File: src/sv/arpmon_pkg.sv
// Shared types and constants for the ARP reply monitor.
`timescale 1ns / 1ps
`default_nettype none
package arpmon_pkg;

    localparam int NEIGHBOR_ENTRIES_DEFAULT = 64;

    localparam logic [1:0] CMD_BYTE  = 2'd0;
    localparam logic [1:0] CMD_TICK  = 2'd1;
    localparam logic [1:0] CMD_STATS = 2'd2;
    localparam logic [1:0] CMD_CLEAR = 2'd3;

    localparam logic [1:0] EV_REPLY   = 2'd0;
    localparam logic [1:0] EV_SPOOF   = 2'd1;
    localparam logic [1:0] EV_TIMEOUT = 2'd2;
    localparam logic [1:0] EV_STATS   = 2'd3;

    localparam logic [1:0] REG_ROLE    = 2'd0;
    localparam logic [1:0] REG_TIMEOUT = 2'd1;

    localparam logic        ROLE_REQUESTER = 1'b0;
    localparam logic        ROLE_RESPONDER = 1'b1;
    localparam logic [15:0] TIMEOUT_RESET  = 16'd1000;

    localparam logic [7:0]  ETHERTYPE_HI = 8'h08;
    localparam logic [7:0]  ETHERTYPE_LO = 8'h06;
    localparam logic [15:0] OP_REQUEST   = 16'd1;
    localparam logic [15:0] OP_REPLY     = 16'd2;
    localparam logic [5:0]  CAP_BYTES    = 6'd32;
    localparam logic [5:0]  MIN_FRAME    = 6'd22;
    localparam logic [5:0]  POS_TYPE_HI  = 6'd12;
    localparam logic [5:0]  POS_TYPE_LO  = 6'd13;
    localparam logic [5:0]  POS_OP_HI    = 6'd20;
    localparam logic [5:0]  POS_OP_LO    = 6'd21;
    localparam logic [5:0]  POS_MAC_LAST = 6'd27;
    localparam logic [5:0]  POS_IP_LAST  = 6'd31;

    localparam logic [31:0] UNKNOWN_LATENCY = 32'd5;
    localparam logic [6:0]  PERCENT         = 7'd100;
    localparam logic [31:0] MIN_RESET       = 32'hFFFF_FFFF;

    localparam int DIV_W = 40;

    typedef struct packed {
        logic [1:0]  cmd;
        logic [7:0]  data_byte;
        logic        end_of_frame;
        logic [63:0] timestamp;
    } item_t;

    typedef struct packed {
        logic [1:0]  event_kind;
        logic        last_of_run;
        logic [47:0] peer_mac;
        logic [31:0] latency;
        logic [31:0] reply_total;
        logic [31:0] timeout_total;
        logic [31:0] spoof_total;
        logic [6:0]  loss_percent;
        logic [31:0] mean_latency;
        logic [31:0] worst_latency;
        logic [31:0] best_latency;
    } result_t;

    typedef enum logic [2:0] {
        JOB_REPLY,
        JOB_REQUEST,
        JOB_TICK,
        JOB_STATS,
        JOB_CLEAR
    } job_kind_t;

    typedef struct packed {
        job_kind_t   kind;
        logic [63:0] ts;
        logic [47:0] mac;
        logic [31:0] ip;
    } job_t;

endpackage
`default_nettype wire

File: src/sv/arpmon_front.sv
// Front end: captures frame bytes, classifies frames and commands, queues jobs.
`timescale 1ns / 1ps
`default_nettype none
module arpmon_front
    import arpmon_pkg::*;
(
    input  wire logic  clk,
    input  wire logic  rst_n,
    input  wire logic  push,
    output logic       full,
    input  wire item_t item,
    input  wire logic  role,
    output logic       job_valid,
    output job_t       job,
    input  wire logic  job_pop
);
    logic [5:0]  pos_reg, pos_next;
    logic [7:0]  type_hi_reg, type_hi_next;
    logic [7:0]  type_lo_reg, type_lo_next;
    logic [15:0] op_reg, op_next;
    logic [47:0] mac_reg, mac_next;
    logic [31:0] ip_reg, ip_next;

    job_t        q_reg [2];
    logic        wptr_reg, rptr_reg;
    logic [1:0]  cnt_reg;

    logic        accept;
    logic        do_push;
    logic        do_pop;
    job_t        new_job;
    logic [2:0]  mac_sel;
    logic [1:0]  ip_sel;
    logic        is_arp;

    assign full   = (cnt_reg == 2'd2);
    assign accept = push && !full;
    assign do_pop = job_pop && (cnt_reg != 2'd0);

    always_comb
    begin
        pos_next     = pos_reg;
        type_hi_next = type_hi_reg;
        type_lo_next = type_lo_reg;
        op_next      = op_reg;
        mac_next     = mac_reg;
        ip_next      = ip_reg;
        mac_sel      = 3'(POS_MAC_LAST - pos_reg);
        ip_sel       = 2'(POS_IP_LAST - pos_reg);
        if (accept && item.cmd == CMD_BYTE && pos_reg < CAP_BYTES)
        begin
            pos_next = pos_reg + 1'b1;
            if (pos_reg == POS_TYPE_HI)
            begin
                type_hi_next = item.data_byte;
            end
            if (pos_reg == POS_TYPE_LO)
            begin
                type_lo_next = item.data_byte;
            end
            if (pos_reg == POS_OP_HI)
            begin
                op_next[15:8] = item.data_byte;
            end
            if (pos_reg == POS_OP_LO)
            begin
                op_next[7:0] = item.data_byte;
            end
            if (pos_reg > POS_OP_LO && pos_reg <= POS_MAC_LAST)
            begin
                mac_next[mac_sel*8 +: 8] = item.data_byte;
            end
            if (pos_reg > POS_MAC_LAST)
            begin
                ip_next[ip_sel*8 +: 8] = item.data_byte;
            end
        end

        is_arp = (pos_next >= MIN_FRAME) && (type_hi_next == ETHERTYPE_HI)
                 && (type_lo_next == ETHERTYPE_LO);

        new_job.kind = JOB_CLEAR;
        new_job.ts   = item.timestamp;
        new_job.mac  = mac_next;
        new_job.ip   = ip_next;
        do_push      = 1'b0;
        if (accept)
        begin
            unique case (item.cmd)
                CMD_BYTE:
                begin
                    if (item.end_of_frame)
                    begin
                        if (is_arp && op_next == OP_REPLY && role == ROLE_REQUESTER)
                        begin
                            new_job.kind = JOB_REPLY;
                            do_push      = 1'b1;
                        end
                        else if (is_arp && op_next == OP_REQUEST
                                 && role == ROLE_RESPONDER)
                        begin
                            new_job.kind = JOB_REQUEST;
                            do_push      = 1'b1;
                        end
                    end
                end
                CMD_TICK:
                begin
                    new_job.kind = JOB_TICK;
                    do_push      = 1'b1;
                end
                CMD_STATS:
                begin
                    new_job.kind = JOB_STATS;
                    do_push      = 1'b1;
                end
                default:
                begin
                    new_job.kind = JOB_CLEAR;
                    do_push      = 1'b1;
                end
            endcase
            if (item.cmd == CMD_CLEAR || (item.cmd == CMD_BYTE && item.end_of_frame))
            begin
                pos_next     = '0;
                type_hi_next = '0;
                type_lo_next = '0;
                op_next      = '0;
                mac_next     = '0;
                ip_next      = '0;
            end
        end
    end

    always_ff @(posedge clk or negedge rst_n)
    begin
        if (!rst_n)
        begin
            pos_reg     <= '0;
            type_hi_reg <= '0;
            type_lo_reg <= '0;
            op_reg      <= '0;
            mac_reg     <= '0;
            ip_reg      <= '0;
            wptr_reg    <= 1'b0;
            rptr_reg    <= 1'b0;
            cnt_reg     <= '0;
        end
        else
        begin
            pos_reg     <= pos_next;
            type_hi_reg <= type_hi_next;
            type_lo_reg <= type_lo_next;
            op_reg      <= op_next;
            mac_reg     <= mac_next;
            ip_reg      <= ip_next;
            if (do_push)
            begin
                wptr_reg <= ~wptr_reg;
            end
            if (do_pop)
            begin
                rptr_reg <= ~rptr_reg;
            end
            cnt_reg <= cnt_reg + 2'(do_push) - 2'(do_pop);
        end
    end

    always_ff @(posedge clk)
    begin
        if (do_push)
        begin
            q_reg[wptr_reg] <= new_job;
        end
    end

    assign job_valid = (cnt_reg != 2'd0);
    assign job       = q_reg[rptr_reg];
endmodule
`default_nettype wire

File: config.mk
export PLATFORM = sky130hd
export DESIGN_NAME = arpmon_front
export DESIGN_NICKNAME = d
export VERILOG_FILES = /design/src/sv/arpmon_pkg.sv /design/src/sv/arpmon_front.sv
export SDC_FILE = /design/constraint.sdc
export NUM_CORES = 1
export LEC_CHECK = 0
export BUFFER_PORTS_ARGS = -buffer_cell sky130_fd_sc_hd__buf_4
export CAP_MARGIN = 10
export CORE_ASPECT_RATIO = 1.2
export CORE_MARGIN = 10
export CORE_UTILIZATION = 54
export CTS_BUF_LIST = sky130_fd_sc_hd__clkbuf_2 sky130_fd_sc_hd__clkbuf_4 sky130_fd_sc_hd__clkbuf_8
export CTS_CLUSTER_DIAMETER = 100
export DETAILED_ROUTE_END_ITERATION = 16
export GPL_TIMING_DRIVEN = 1
export MAX_ROUTING_LAYER = met4
export PLACE_DENSITY = 0.79
export SYNTH_ARGS = -nofsm -noshare
export SYNTH_HDL_FRONTEND = slang
export SYNTH_SLANG_ARGS = --single-unit
File: constraint.sdc
create_clock -name clk -period 13.6 [get_ports clk]
set_clock_uncertainty 0.05 [all_clocks]
set_input_delay 2.72 -clock clk [delete_from_list [all_inputs] [get_ports clk]]
set_output_delay 2.72 -clock clk [all_outputs]
set_load 0.01 [all_outputs]
==> impl_results.md <==
- Wire length reported by the detailed router: 36900 um
- Sinks on the clock net: 416
- Number of resized instances in the post-cts repair step: 0
- Residual overflow from global routing: 0
- CTS Root Buffer Type: sky130_fd_sc_hd__clkbuf_8
- Reg-to-reg critical path endpoint: q_reg[0][62]
- Clock tree from TritonCTS: done
- Quantity of I/O buffers inserted on ports: between 200 and 250
- FF-to-FF Start: pos_reg[0]
- Kind of launch point of the worst setup path: primary input
- Avg Synthesized Cell Area: ~15 um2
- Arrival time of the worst setup path: 8.00 ns
- Critical Path End Type: register
- Number of antenna violations at the first check in global routing: 0
- Post-CTS Setup Bufs: 0
- Largest driver fanout on the critical path: 66
- Cell Area, Synth: 0.0169 mm2
- Width of the die: between 150 and 200 um
- Most used flip-flop cell after synthesis: sky130_fd_sc_hd__edfxtp_1
- Proportion of register bits with asynchronous set or reset after synthesis: 29.3%
- Clock tree buffer depth: 3
- Count of antenna diodes in the layout: 0
- Final hold violation count: 0
- Source-to-sink clock delay at the later pin of the worst-skew pair: between 0.6 and 0.7 ns
- Via count: 9844
- Post-CTS Hold Buffers: 0
- # H-tree levels: 2
- Type of the most critical hold path: register to register
- Hold Path Depth: 1
- Core Box Area: 0.0307 mm2
- Wire length of the first global-routing pass: roughly 57000 um
- Average detailed-routed wire length per instance: 20.4 um
- Number of instances in the synthesized netlist: roughly 1100
- Detailed-routing iteration count for the pre-antenna-repair pass: 5
- Vias in the first global route: 10300
- Vertical die dimension: 214 um
- Largest net degree at the start of global routing: 82
- Routability Congestion: approximately 0.87
- Max capacitance violation total: 0
- Initial core utilization: 55.1%
- Start point of the critical path: item[74]
- Synthesized net count: 1212
- Number of distinct library cell variants in the gate-level netlist after synthesis: 48
- Clock period minus final worst setup slack: just under 8 ns
- Power density normalized to cell area: 183 mW/mm2
- Fraction of the cycle the final worst path needs: 57.5%
- Max reg flops: 294
- Post-synth EDFFs: approximately 290
- Total Nets Final: 1452
- Worst r2r path cells: 10
- All-Layer GR Usage: 19.0%
- Starting DRC count in detailed routing: 622
- Total clock buffers created by CTS: 60
- Remaining DRCs: 0
- RSZ-0062 raised after global routing: false
- Worst slew margin: between 15 and 20%
- Startpoint of the lowest-slack hold path: cnt_reg[1]
- Standby leakage power: 0.00833 uW
- Startpoint-to-endpoint class of the critical path: primary input to register
- Final antenna-violating net count: 0
- Number of flip-flops and latches in the synthesized netlist: ~420
- Half-perimeter wire length of the detailed placement result: ~24000 um
- Sum Neg Setup Slack: 0 ns
- Number of top-level pins: 229
- Clock-pin slew on the worst setup and hold paths: about 0.06 ns
- Highest attainable clock frequency: 128 MHz
- End-of-flow core utilization: around 66%
- Setup slack of the most critical reg-to-reg path: approximately 7.7 ns
- Max-slew violation total from the final report: 0
- Worst vdd rail ir drop: 0.000128 V
- Worst slew pin tran: 1.21 ns
- Share of final-layout standard cells stronger than drive strength 1: between 30 and 40%
- Drt via density: between 5 and 6
- Layout-stage area growth over the synthesis result: 20.1%
- Data required, critical path: 13.78 ns
- Placement row count: 70
- End point of the worst hold path: cnt_reg[1]
- Status: completed
- Final setup vio count: 0
- Number of warnings printed during yosys synthesis: 0
- Floorplan die area: slightly below 0.04 mm2
- Sequential element share of the synthesized area: 70.4%
-- area by class of cell --
type	instances	area, um2
clock buffer	97	1180
clock inverter	16	155
fill	2221	10400
inverter	15	61.3
multi-input combinational	632	4720
sequential	416	11900
tap	396	495
timing repair buffer	237	1780
-- worst max-delay path by stage --
stage | end | cells past startpoint
after floorplan | q_reg[1][0] | 10
after CTS | q_reg[0][61] | 11
final | q_reg[0][62] | 11
after global placement | q_reg[0][56] | 11
after global routing | q_reg[0][62] | 11
after detailed placement | q_reg[0][56] | 11
-- layer usage --
metal / vias up / wire (um) / global-route usage, %
li1: 4555 / - / -
met5: - / 0 / -
met4: 0 / 813 / 6.07
met1: 4905 / 15200 / 23.0
met2: 311 / 18900 / 31.8
met3: 73 / 1960 / 3.74
-- synthesized netlist by cell type (10+ instances only) --
cell / number / area [um2]
sky130_fd_sc_hd__dfrtp_1: 122 / 3050
sky130_fd_sc_hd__nand3_1: 12 / 60.1
sky130_fd_sc_hd__o21ai_0: 33 / 165
sky130_fd_sc_hd__ha_1: 10 / 125
sky130_fd_sc_hd__mux2_2: 185 / 2080
sky130_fd_sc_hd__nand4_1: 10 / 62.6
sky130_fd_sc_hd__nand2_1: 102 / 383
sky130_fd_sc_hd__mux2i_1: 34 / 340
sky130_fd_sc_hd__a21oi_1: 23 / 115
sky130_fd_sc_hd__and2_1: 82 / 513
sky130_fd_sc_hd__nor2_1: 54 / 203
sky130_fd_sc_hd__edfxtp_1: 294 / 8830
sky130_fd_sc_hd__inv_1: 14 / 52.6
sky130_fd_sc_hd__nand2b_1: 16 / 100
sky130_fd_sc_hd__clkbuf_1: 45 / 169
-- cells by family (layout without fill, tap and decap cells) --
kind of cell | Yosys count | in the layout | share of synthesized area (%)
xor gates and xnor gates | 5 | 5 | 0.259
AOI/OAI and AO/OA | 70 | 70 | 2.34
buffers and inverters | 74 | 365 | 1.83
adders and majority gates | 10 | 10 | 0.741
DFF | 416 | 416 | 70.4
and+or+nand+nor | 327 | 327 | 9.98
muxes | 220 | 220 | 14.5
-- critical path: stages --
cell and delay, ns:
sky130_fd_sc_hd__buf_4 0.13, sky130_fd_sc_hd__inv_1 0.07, sky130_fd_sc_hd__ha_1 0.35, sky130_fd_sc_hd__and4b_1 0.42
sky130_fd_sc_hd__nand4_1 0.68, sky130_fd_sc_hd__mux2i_1 0.38, sky130_fd_sc_hd__o211ai_1 0.13, sky130_fd_sc_hd__o41a_1 0.53
sky130_fd_sc_hd__nor3_4 0.84, sky130_fd_sc_hd__buf_4 0.77, sky130_fd_sc_hd__buf_4 0.86
-- report_power, final --
part / switching [uW] / leakage (uW) / total [uW] / internal, uW
Clock: 453 / 0.000722 / 1060 / 608
Combinational: 531 / 0.00316 / 1010 / 480
Sequential: 92.8 / 0.00445 / 1640 / 1550
Total: 1080 / 0.00833 / 3710 / 2630
-- metrics by stage --
step | instances | area [um2] | hold WS, ns | worst slack, ns | power (uW)
after floorplan | 1122 | 16900 | 0.410 | 2.70 | 2230
after global placement | 1696 | 18900 | 0.428 | 5.32 | 2680
after detailed placement | 1696 | 18900 | 0.437 | 5.17 | 2700
after CTS | 1809 | 20300 | 0.450 | 5.82 | 3760
after global routing | 1809 | 20300 | 0.475 | 5.39 | 3890
final | 1809 | 20300 | 0.450 | 5.78 | 3710
-- placed cells by master, fill, tap and decap left out, types with 2 or more instances in the layout --
| cell type | count |
|---|---|
| sky130_fd_sc_hd__nor2_1 | 53 |
| sky130_fd_sc_hd__o211ai_1 | 2 |
| sky130_fd_sc_hd__dfrtp_1 | 121 |
| sky130_fd_sc_hd__nor3_1 | 5 |
| sky130_fd_sc_hd__nand4_1 | 10 |
| sky130_fd_sc_hd__inv_6 | 2 |
| sky130_fd_sc_hd__nand2b_1 | 16 |
| sky130_fd_sc_hd__clkbuf_4 | 24 |
| sky130_fd_sc_hd__o21ai_0 | 33 |
| sky130_fd_sc_hd__nand2_1 | 102 |
| sky130_fd_sc_hd__a21oi_1 | 23 |
| sky130_fd_sc_hd__edfxtp_1 | 294 |
| sky130_fd_sc_hd__or2_2 | 3 |
| sky130_fd_sc_hd__nand4b_1 | 3 |
| sky130_fd_sc_hd__clkinv_1 | 3 |
| sky130_fd_sc_hd__and4b_1 | 2 |
| sky130_fd_sc_hd__a311oi_1 | 2 |
| sky130_fd_sc_hd__mux2i_1 | 34 |
| sky130_fd_sc_hd__inv_1 | 14 |
| sky130_fd_sc_hd__and2_1 | 82 |
| sky130_fd_sc_hd__o21bai_1 | 2 |
| sky130_fd_sc_hd__nor2b_1 | 8 |
| sky130_fd_sc_hd__ha_1 | 10 |
| sky130_fd_sc_hd__mux2_2 | 185 |
| sky130_fd_sc_hd__nor4_1 | 7 |
| sky130_fd_sc_hd__and3_2 | 2 |
| sky130_fd_sc_hd__bufinv_16 | 3 |
| sky130_fd_sc_hd__buf_4 | 237 |
| sky130_fd_sc_hd__xnor2_1 | 3 |
| sky130_fd_sc_hd__clkinv_2 | 9 |
| sky130_fd_sc_hd__nor3b_1 | 2 |
| sky130_fd_sc_hd__nor4b_1 | 3 |
| sky130_fd_sc_hd__or4_1 | 3 |
| sky130_fd_sc_hd__clkbuf_8 | 73 |
| sky130_fd_sc_hd__nand3_1 | 12 |
| sky130_fd_sc_hd__nand3b_1 | 6 |
| sky130_fd_sc_hd__xor2_1 | 2 |
| sky130_fd_sc_hd__and3b_1 | 3 |
Power figures use the tool's default switching activity.
